$ cat src/hdl/isrp_pkg.sv
// ----------------------------------------------------------------------------
// isrp_pkg
// Types and constants shared by the IDE sector read port modules.
// ----------------------------------------------------------------------------
`default_nettype none

package isrp_pkg;

  // Request kinds.
  localparam logic [1:0] ACT_WRITE = 2'd0;
  localparam logic [1:0] ACT_READ  = 2'd1;
  localparam logic [1:0] ACT_FILL  = 2'd2;

  // Register offsets.
  localparam logic [3:0] REG_DATA      = 4'd0;
  localparam logic [3:0] REG_DATA_STEP = 4'd1;
  localparam logic [3:0] REG_COUNT     = 4'd2;
  localparam logic [3:0] REG_LBA_LOW   = 4'd3;
  localparam logic [3:0] REG_LBA_MID   = 4'd4;
  localparam logic [3:0] REG_LBA_HIGH  = 4'd5;
  localparam logic [3:0] REG_DRIVE     = 4'd6;
  localparam logic [3:0] REG_COMMAND   = 4'd7;

  localparam logic [7:0] STATUS_READY = 8'h50;
  localparam logic [7:0] UNUSED_READ  = 8'hFF;

  typedef struct packed {
    logic [1:0] action;
    logic [3:0] offset;
    logic [7:0] value;
    logic [8:0] fill_index;
  } in_t;

  typedef struct packed {
    logic [7:0]  read_data;
    logic        fetch_request;
    logic [23:0] fetch_lba;
    logic [7:0]  fetch_unit;
  } out_t;

  // Result in flight between the register stage and the output stage.
  // When sel_buf is set, read_data is taken from the buffer read port.
  typedef struct packed {
    logic sel_buf;
    out_t item;
  } stage_t;

endpackage

`default_nettype wire

$ cat src/hdl/isrp_buffer.sv
// ----------------------------------------------------------------------------
// isrp_buffer
// Sector byte buffer: one write port, one read port with registered data.
// ----------------------------------------------------------------------------
`default_nettype none

module isrp_buffer #(
  parameter int DEPTH = 512,
  parameter int AW    = 9
) (
  input  wire logic          clk,
  input  wire logic          wr_en,
  input  wire logic [AW-1:0] wr_addr,
  input  wire logic [7:0]    wr_data,
  input  wire logic          rd_en,
  input  wire logic [AW-1:0] rd_addr,
  output logic      [7:0]    rd_data_r
);

  logic [7:0] mem [DEPTH];

  always_ff @(posedge clk) begin
    if (wr_en) begin
      mem[wr_addr] <= wr_data;
    end
  end

  // Read data holds until the next read, so a stalled result keeps its byte.
  always_ff @(posedge clk) begin
    if (rd_en) begin
      rd_data_r <= mem[rd_addr];
    end
  end

endmodule

`default_nettype wire

$ cat src/hdl/isrp_ctrl.sv
// ----------------------------------------------------------------------------
// isrp_ctrl
// Task-file registers, request decode and buffer access issue.
// ----------------------------------------------------------------------------
`default_nettype none

module isrp_ctrl #(
  parameter int SECTOR_BYTES = 512,
  parameter int AW           = 9
) (
  input  wire logic               clk,
  input  wire logic               rst_n,
  input  wire logic               cfg_we,
  input  wire logic [7:0]         cfg_data,
  input  wire logic               in_valid,
  output logic                    in_ready,
  input  wire isrp_pkg::in_t      in_item,
  input  wire logic               s1_take,
  output logic                    s1_valid_r,
  output isrp_pkg::stage_t        s1_r,
  output logic                    buf_wr_en,
  output logic [AW-1:0]           buf_wr_addr,
  output logic [7:0]              buf_wr_data,
  output logic                    buf_rd_en,
  output logic [AW-1:0]           buf_rd_addr
);

  // Fill indexes are compared in a width that holds both the field and the depth.
  localparam int FW = ((AW > 9) ? AW : 9) + 1;

  logic [AW-1:0] pos_r,   pos_nxt;
  logic [7:0]    left_r,  left_nxt;
  logic [23:0]   lba_r,   lba_nxt;
  logic [7:0]    drive_r, drive_nxt;
  logic [7:0]    unit_r;
  isrp_pkg::stage_t s1_nxt;

  logic          accept;
  logic [AW:0]   pos_inc;
  logic          pos_wrap;
  logic [AW-1:0] pos_step;
  logic [7:0]    left_dec;
  logic [23:0]   lba_inc;
  logic [FW-1:0] fidx_ext;
  logic          fill_ok;

  assign in_ready = !s1_valid_r || s1_take;
  assign accept   = in_valid && in_ready;

  assign pos_inc  = {1'b0, pos_r} + (AW+1)'(1);
  assign pos_wrap = (pos_inc == (AW+1)'(SECTOR_BYTES));
  assign pos_step = pos_wrap ? '0 : pos_inc[AW-1:0];
  assign left_dec = left_r - 8'd1;
  assign lba_inc  = lba_r + 24'd1;
  assign fidx_ext = FW'(in_item.fill_index);
  assign fill_ok  = (fidx_ext < FW'(SECTOR_BYTES));

  assign buf_wr_addr = AW'(fidx_ext);
  assign buf_wr_data = in_item.value;
  assign buf_rd_addr = pos_r;

  always_comb begin
    pos_nxt   = pos_r;
    left_nxt  = left_r;
    lba_nxt   = lba_r;
    drive_nxt = drive_r;
    s1_nxt    = '0;
    buf_wr_en = 1'b0;
    buf_rd_en = 1'b0;

    if (accept) begin
      unique case (in_item.action)
        isrp_pkg::ACT_WRITE: begin
          unique case (in_item.offset)
            isrp_pkg::REG_COUNT:    left_nxt  = in_item.value;
            isrp_pkg::REG_LBA_LOW:  lba_nxt   = {16'd0, in_item.value};
            isrp_pkg::REG_LBA_MID:  lba_nxt   = lba_r | {8'd0, in_item.value, 8'd0};
            isrp_pkg::REG_LBA_HIGH: lba_nxt   = lba_r | {in_item.value, 16'd0};
            isrp_pkg::REG_DRIVE:    drive_nxt = in_item.value;
            isrp_pkg::REG_COMMAND: begin
              pos_nxt                   = '0;
              s1_nxt.item.fetch_request = 1'b1;
              s1_nxt.item.fetch_lba     = lba_r;
              s1_nxt.item.fetch_unit    = unit_r;
            end
            default: ;
          endcase
        end
        isrp_pkg::ACT_READ: begin
          unique case (in_item.offset)
            isrp_pkg::REG_DATA: begin
              buf_rd_en      = 1'b1;
              s1_nxt.sel_buf = 1'b1;
              pos_nxt        = pos_step;
            end
            isrp_pkg::REG_DATA_STEP: begin
              buf_rd_en      = 1'b1;
              s1_nxt.sel_buf = 1'b1;
              pos_nxt        = pos_step;
              // At the sector end the count drops; a count left nonzero
              // (underflow included) moves on to the next block.
              if (pos_wrap) begin
                left_nxt = left_dec;
                if (left_dec != 8'd0) begin
                  lba_nxt                   = lba_inc;
                  s1_nxt.item.fetch_request = 1'b1;
                  s1_nxt.item.fetch_lba     = lba_inc;
                  s1_nxt.item.fetch_unit    = unit_r;
                end
              end
            end
            isrp_pkg::REG_COUNT:    s1_nxt.item.read_data = left_r;
            isrp_pkg::REG_LBA_LOW:  s1_nxt.item.read_data = lba_r[7:0];
            isrp_pkg::REG_LBA_MID:  s1_nxt.item.read_data = lba_r[15:8];
            isrp_pkg::REG_LBA_HIGH: s1_nxt.item.read_data = lba_r[23:16];
            isrp_pkg::REG_DRIVE:    s1_nxt.item.read_data = drive_r;
            isrp_pkg::REG_COMMAND:  s1_nxt.item.read_data = isrp_pkg::STATUS_READY;
            default:                s1_nxt.item.read_data = isrp_pkg::UNUSED_READ;
          endcase
        end
        isrp_pkg::ACT_FILL: begin
          buf_wr_en = fill_ok;
        end
        default: ;
      endcase
    end
  end

  always_ff @(posedge clk) begin
    if (!rst_n) begin
      pos_r      <= '0;
      left_r     <= '0;
      lba_r      <= '0;
      drive_r    <= '0;
      unit_r     <= '0;
      s1_valid_r <= 1'b0;
    end else begin
      pos_r   <= pos_nxt;
      left_r  <= left_nxt;
      lba_r   <= lba_nxt;
      drive_r <= drive_nxt;
      if (cfg_we) begin
        unit_r <= cfg_data;
      end
      if (accept) begin
        s1_valid_r <= 1'b1;
      end else if (s1_take) begin
        s1_valid_r <= 1'b0;
      end
    end
  end

  always_ff @(posedge clk) begin
    if (accept) begin
      s1_r <= s1_nxt;
    end
  end

endmodule

`default_nettype wire

$ cat src/hdl/isrp_out.sv
// ----------------------------------------------------------------------------
// isrp_out
// Output register: merges buffer read data into the result and holds it.
// ----------------------------------------------------------------------------
`default_nettype none

module isrp_out (
  input  wire logic              clk,
  input  wire logic              rst_n,
  input  wire logic              s1_valid,
  input  wire isrp_pkg::stage_t  s1,
  input  wire logic [7:0]        buf_rd_data,
  output logic                   s1_take,
  output logic                   out_valid_r,
  input  wire logic              out_ready,
  output isrp_pkg::out_t         out_item_r
);

  isrp_pkg::out_t merged;

  assign s1_take = s1_valid && (!out_valid_r || out_ready);

  always_comb begin
    merged = s1.item;
    if (s1.sel_buf) begin
      merged.read_data = buf_rd_data;
    end
  end

  always_ff @(posedge clk) begin
    if (!rst_n) begin
      out_valid_r <= 1'b0;
    end else if (s1_take) begin
      out_valid_r <= 1'b1;
    end else if (out_ready) begin
      out_valid_r <= 1'b0;
    end
  end

  always_ff @(posedge clk) begin
    if (s1_take) begin
      out_item_r <= merged;
    end
  end

endmodule

`default_nettype wire

$ cat src/hdl/ide_sector_read_port_unit.sv
// ----------------------------------------------------------------------------
// ide_sector_read_port_unit
// Byte-wide IDE task-file read port with a sector buffer and fetch requests.
// ----------------------------------------------------------------------------
//  Channel  Direction  Handshake             Carries
//  in_      input      in_valid / in_ready   isrp_pkg::in_t request
//  out_     output     out_valid / out_ready isrp_pkg::out_t result
//  cfg_     input      cfg_valid / cfg_ready disc unit identifier
//
// One request is taken every cycle while in_ready is high; each gives exactly one
// result once accepted, through the register stage and then the output register.
// The sector buffer read port returns registered data, held by the buffer memory.
// Reset is synchronous on rst_n; the buffer holds no reset and needs no clear.
// A stalled output stops the register stage, and in_ready drops only when both
// stages are full.
// ----------------------------------------------------------------------------
`default_nettype none

module ide_sector_read_port_unit #(
  parameter int SECTOR_BYTES = 512
) (
  input  wire logic           clk,
  input  wire logic           rst_n,
  input  wire logic           cfg_valid,
  output logic                cfg_ready,
  input  wire logic [7:0]     cfg_data,
  input  wire logic           in_valid,
  output logic                in_ready,
  input  wire isrp_pkg::in_t  in_item,
  output logic                out_valid,
  input  wire logic           out_ready,
  output isrp_pkg::out_t      out_item
);

  localparam int AW = $clog2(SECTOR_BYTES);

  logic              s1_valid;
  isrp_pkg::stage_t  s1;
  logic              s1_take;
  logic              buf_wr_en;
  logic [AW-1:0]     buf_wr_addr;
  logic [7:0]        buf_wr_data;
  logic              buf_rd_en;
  logic [AW-1:0]     buf_rd_addr;
  logic [7:0]        buf_rd_data;

  assign cfg_ready = 1'b1;

  isrp_ctrl #(
    .SECTOR_BYTES (SECTOR_BYTES),
    .AW           (AW)
  ) u_ctrl (
    .clk         (clk),
    .rst_n       (rst_n),
    .cfg_we      (cfg_valid && cfg_ready),
    .cfg_data    (cfg_data),
    .in_valid    (in_valid),
    .in_ready    (in_ready),
    .in_item     (in_item),
    .s1_take     (s1_take),
    .s1_valid_r  (s1_valid),
    .s1_r        (s1),
    .buf_wr_en   (buf_wr_en),
    .buf_wr_addr (buf_wr_addr),
    .buf_wr_data (buf_wr_data),
    .buf_rd_en   (buf_rd_en),
    .buf_rd_addr (buf_rd_addr)
  );

  isrp_buffer #(
    .DEPTH (SECTOR_BYTES),
    .AW    (AW)
  ) u_buffer (
    .clk       (clk),
    .wr_en     (buf_wr_en),
    .wr_addr   (buf_wr_addr),
    .wr_data   (buf_wr_data),
    .rd_en     (buf_rd_en),
    .rd_addr   (buf_rd_addr),
    .rd_data_r (buf_rd_data)
  );

  isrp_out u_out (
    .clk         (clk),
    .rst_n       (rst_n),
    .s1_valid    (s1_valid),
    .s1          (s1),
    .buf_rd_data (buf_rd_data),
    .s1_take     (s1_take),
    .out_valid_r (out_valid),
    .out_ready   (out_ready),
    .out_item_r  (out_item)
  );

endmodule

`default_nettype wire

$ cat config.mk
export PLATFORM = sky130hd
export DESIGN_NAME = ide_sector_read_port_unit
export DESIGN_NICKNAME = d
export VERILOG_FILES = /design/src/hdl/isrp_pkg.sv /design/src/hdl/isrp_buffer.sv /design/src/hdl/isrp_ctrl.sv /design/src/hdl/isrp_out.sv /design/src/hdl/ide_sector_read_port_unit.sv
export SDC_FILE = /design/constraint.sdc
export NUM_CORES = 2
export LEC_CHECK = 0
export CORE_UTILIZATION = 60
export DETAILED_ROUTE_END_ITERATION = 12
export DONT_BUFFER_PORTS = 1
export PLACE_DENSITY_LB_ADDON = 0.2
export SLEW_MARGIN = 10
export SYNTH_ARGS = -nofsm -noshare
export SYNTH_HDL_FRONTEND = slang
export SYNTH_SLANG_ARGS = --single-unit
$ cat constraint.sdc
create_clock -name clk -period 6.7 [get_ports clk]
set_clock_uncertainty 0.15 [all_clocks]
set_input_delay 0.67 -clock clk [delete_from_list [all_inputs] [get_ports clk]]
set_output_delay 0.67 -clock clk [all_outputs]
set_load 0.01 [all_outputs]
After elaboration in Yosys (flattened, before gate mapping)
Memory sizes are Yosys's and may differ from the RTL's. A register that Yosys moved wholly into a read port is not among the register bits.
Cells that the tools add are included.
{ "word_totals": {"regBits": 142, "ramBits": 4096, "in_bits": 36, "n_memories": 1} }
{ "mem_list": {"columns": ["memory", "words", "width", "read_ports", "rd_clocked_by_memory_dff", "wr", "line_no", "text"], "rows": [
  ["u_buffer.mem", 512, 8, 1, 1, 1, "isrp_buffer.sv:20", "logic [7:0] mem [DEPTH];"]
]} }
{ "classes": {"eq_ne": 17, "magnitude_cmp": 1, "n_reduce_logical": 17, "bitwise_logic": 2, "n_mux": 31, "addsub": 3} }
{ "ops": {"columns": ["op", "count"], "rows": [
  ["$mux 33", 4],
  ["$mux 24", 3],
  ["$pmux 24 s3", 1],
  ["$pmux 33 s2", 1],
  ["$pmux 8 s7", 1],
  ["$pmux 24 s2", 1],
  ["$mux 8", 4],
  ["$mux 9", 3],
  ["$add 24x1->24 const B", 1],
  ["$or 24x16->24", 1],
  ["$or 24x24->24", 1],
  ["$pmux 9 s2", 1],
  ["$eq 4x3->1 const B", 4],
  ["$pmux 8 s2", 1],
  ["$mux 1", 11],
  ["$add 9x1->10 const B", 1],
  ["$eq 10x10->1 const B", 1],
  ["$lt 9x10->1 const B", 1],
  ["$eq 4x2->1 const B", 2],
  ["$ne 2x2->1 const B", 4],
  ["$reduce_bool 8->1", 1],
  ["$sub 8x1->8 const B", 1],
  ["$reduce_and 6->1", 1],
  ["$reduce_bool 2->1", 3],
  ["14 further kinds", 18]
]} }

Logic depth before layout (Yosys ltp)
{ "logic_depth": {"depth_word": 8, "ltp_mapped": 13, "depth_no_buf": 9} }

Cells and area by module
From an unflattened synthesis, not the netlist that was laid out.
{ "hier_totals": {"hier_cells": 8723, "area_unflattened_um2": 167151.6} }
{ "modules_own_cells": {"columns": ["module", "area_per_inst_um2", "n_inst", "cells_per_inst"], "rows": [
  ["isrp_buffer", 160007.2, 1, 8030],
  ["isrp_ctrl", 5730.5, 1, 637],
  ["isrp_out", 1402.6, 1, 54],
  ["ide_sector_read_port_unit", 11.3, 1, 2]
]} }

Worst setup path before layout
OpenSTA, ideal clock, no wires.
{ "synth_path": {"path_type": "input-to-reg", "from": "input out_ready", "to": "memory u_buffer.mem[334][0] (enable)", "t_arrival_ns": 4.692, "slack_ns": 1.488, "path_buffers": 1, "stages": 7, "cell_sequence": "nor2b_1 a21oi_1 nand3b_1 nor3_1 nand3_1 clkbuf_1 nor2_1"} }
{ "synth_via": {"elab_chain_len": 7} }
{ "synth_rtl": {"columns": ["element", "line_no", "text"], "rows": [
  ["start, declared", "ide_sector_read_port_unit.sv:31", "input wire logic out_ready,"],
  ["$logic_or 1x1->1", "isrp_out.sv:21", "assign s1_take = s1_valid && (!out_valid_r || out_ready);"],
  ["$logic_and 1x1->1", "isrp_out.sv:21", null],
  ["$logic_or 1x1->1", "isrp_ctrl.sv:47", "assign in_ready = !s1_valid_r || s1_take;"],
  ["$logic_and 1x1->1", "isrp_ctrl.sv:48", "assign accept = in_valid && in_ready;"],
  ["net u_ctrl.accept", "isrp_ctrl.sv:38", "logic accept;"],
  ["$mux 1", "isrp_ctrl.sv:71", "if (accept) begin"],
  ["$mux 1", "isrp_buffer.sv:23", "if (wr_en) begin"],
  ["$mux 1 (implied by the code)", "isrp_buffer.sv:24", "mem[wr_addr] <= wr_data;"],
  ["end, declared", "isrp_buffer.sv:20", null]
]} }
The timed path passes the listed nets, and every way through them passes these cells.

==> run_results.csv <==
group,metric,value,unit
drt,drcViolationCount,0,
die,dieArea,277600,um^2
critical_path,cp-start-kind,"flop",
timing,layout_setup_ws,1205,ps
place,place_ws,1322,ps
synth,synthFlopType,"edfxtp_1",
clock_network,cts_tree,"built",
power,p_leak,54.90,nW
synth,synth_fp_nets,8217,
drt,wl_per_cell,33.84,um
die,core-area,273900,um^2
synth,synth-seq-area-share,76.77,%
critical_path,critPathCaptureType,"flop",
cells_and_area,final_layout_size_suffix_gt1_share,20.68,%
synth,yosys-top-cells-area,"edfxtp_1 76%, mux4_2 13%, nor2_1 1.5%",
drt,drtIter0Drc,12212,
timing,worstMarginPinSlew,2135,ps
synth,async_flop_share,0,%
timing,slew_viol_final,775,
cells_and_area,stdcell_count,12197,
place,port_buffers,0,
clock_network,cts_resized,0,
power,peakVddDrop,0.2654,mV
timing,finalHoldViolCount,0,
synth,yosysWarningCount,0,
synth,netlist.area_leader.share,76.05,%
drt,drtPass1Iterations,9,
timing,finalSetupViolCount,0,
critical_path,worstSetupPathType,"reg -> reg",
drt,wirelength,412700,um
synth,synth_area,165300,um^2
timing,setup-tns-final,0,ps
clock_network,cts_root_buf,"clkbuf_16",
critical_path,r2r_cells,8,
critical_path,r2r_slack,1200,ps
die,placementRows,192,
global_route,antenna_found_initial,24,
worst_hold_path,whs_endpoint,"u_buffer.mem[294][3]$_DFFE_PP_",
die,start_util,60.36,%
global_route,overflow,0,
synth,synthCells,8177,
synth,synth_edf_count,4187,
global_route,grt_pass1_vias,82497,
synth,synth_seq_cells,4246,
die,ios,80,
synth,synth_top_cell_by_area,"edfxtp_1",
power,powerDensity,288.1,nW/um^2
drt,postRouteAntennaNets,0,
clock_network,clk_pin_slew,60,ps
critical_path,r2r-start,"u_ctrl.buf_rd_addr[0]$_SDFFE_PN0P_",
cells_and_area,layout.nets,8313,
worst_hold_path,hp-start,"in_item[12]",
clock_network,cts_buffer_depth,4,
clock_network,clock_latency,980,ps
run_status,status,"finished, violations left",
timing,fin_crit_sh,82.02,%
clock_network,cts_hold_buffers,45,
drt,drt-vias-per-instance,6.877,
timing,rsz0062_at_grt,"false",
synth,ys_types,83,
place,gp_congestion,0.8920,
worst_hold_path,holdPathStages,0,
timing,maxSlewHeadroom,-42.31,%
clock_network,cts_setup_buffers,0,
clock_network,cts_buffers,407,
critical_path,cp_max_fo,29,
critical_path,r2r-end,"u_buffer.rd_data_r[3]$_DFFE_PP_",
timing,max_freq,182.0,MHz
power,finalPower,0.05268,W
global_route,grt_max_degree,489,
clock_network,clock_sinks,4246,
worst_hold_path,hold_class,"in -> reg",
cells_and_area,area_growth,10.63,%
drt,vias,83884,
critical_path,cp.required,7190,ps
critical_path,crit_arrival,5980,ps
run_status,violations,"slew limit",
die,die_h,526.9,um
synth,syn_avg_cell_area,20.22,um^2
clock_network,htreeDepth,5,
run,max_cap_violations,0,
place,dpl.hpwl,227700,um
die,dieWidth,526.9,um
timing,whs,43.92,ps
place,dp_cells,11397,
global_route,track_usage,29.70,%
timing,period_needed,5495,ps
global_route,grt_pass1_wl,590500,um
==> worst max-delay path by stage <==
stage | startpoint | end | slack [ps] | cells after the start
global route | u_out.out_valid_r$_SDFFE_PN0P_ | u_buffer.mem[497][1]$_DFFE_PP_ | 1390 | 7
detailed placement | out_ready | u_buffer.mem[501][5]$_DFFE_PP_ | 1320 | 7
CTS | u_ctrl.buf_rd_addr[0]$_SDFFE_PN0P_ | u_buffer.rd_data_r[3]$_DFFE_PP_ | 1350 | 8
global placement | u_ctrl.buf_rd_addr[0]$_SDFFE_PN0P_ | u_buffer.rd_data_r[3]$_DFFE_PP_ | 930 | 7
finish | u_ctrl.buf_rd_addr[0]$_SDFFE_PN0P_ | u_buffer.rd_data_r[3]$_DFFE_PP_ | 1200 | 8
floorplan | out_ready | u_buffer.mem[334][0]$_DFFE_PP_ | 1490 | 7
==> synthesized netlist by cell type (all sizes together) (43+ instances only) <==
cell type and instances:
edfxtp 4187, a21oi 114, nor2b 68, mux4 939, nand2 289, nor3 69, mux2 55, clkbuf 236
buf 273, nor2 664, a2111oi 43, nand4 44, a211oi 56, mux2i 208, a22oi 91, dfxtp 59
o21ai 75, o22ai 147, nand3 131
==> critical path, stage by stage, from the launching register on <==
cell	delay (ps)
dfxtp_4	840
buf_4	540
mux4_2	570
nand3_1	100
nand3_1	150
a2111oi_0	1110
nand4_1	370
a211oi_1	1120
a31oi_1	180
==> layout make-up <==
cell class,count,area (um^2)
Antenna cell,7,17.52
Clock buffer,502,10620
Clock inverter,235,2562
Fill cell,17095,90980
Inverter,42,160.2
Multi-Input combinational cell,3380,35870
Sequential cell,4246,126900
Tap cell,3589,4491
Timing Repair Buffer,196,2225
==> logic make-up after synthesis <==
kind of cell	after synthesis	share of synthesized area [%]
AOI/OAI and AO/OA	730	3.081
xor gates and xnor gates	20	0.1060
adders and majority gates	4	0.03028
buffers and inverters	551	1.705
DFF	4246	76.77
muxes	1202	14.44
other	1	0.002268
and+or+nand+nor	1423	3.871
==> sequential cells by signal, summed over array words and instances, names as in the netlist, 8 cells and up <==
register and flops:
u_ctrl.buf_rd_addr 9, u_buffer.rd_data_r 8, u_ctrl.left_r 8, u_buffer.mem 4096, u_ctrl.lba_r 24, u_ctrl.s1_r 42, u_ctrl.drive_r 8, u_out.out_item_r 41
u_ctrl.unit_r 8
==> where the power goes <==
part	internal [W]	total (W)	switching, W
Sequential	0.0292	0.0293	0.0000295
Combinational	0.000164	0.000615	0.000451
Clock	0.0129	0.0228	0.00991
Total	0.0423	0.0527	0.0104
==> layer usage <==
metal / vias to the layer above / global-route usage (%) / wire length [um]
li1: 33935 / - / -
met1: 44087 / 42.96 / 158000
met2: 5143 / 45.55 / 193800
met3: 697 / 6.871 / 46720
met4: 22 / 9.466 / 14010
met5: - / 0 / 189
==> stage by stage <==
step / cell area [um^2] / util (%)
2_1_floorplan: 165300 / -
3_3_place_gp: 168800 / 61.63
3_5_place_dp: 168800 / 61.64
4_1_cts: 182700 / 66.70
5_1_grt: 182900 / 66.77
6_report: 182900 / 66.78
==> cells in the final DEF (no fill, tap or decap), types with 91 or more instances in the layout <==
cell type / n
edfxtp_1: 4187
mux4_2: 935
nor2_1: 662
clkbuf_16: 409
nand2_1: 280
mux2i_1: 208
o22ai_1: 147
nand3_1: 125
a21oi_1: 113
buf_4: 111
a22oi_1: 91
Note: power is estimated with default switching activity, not from simulation.
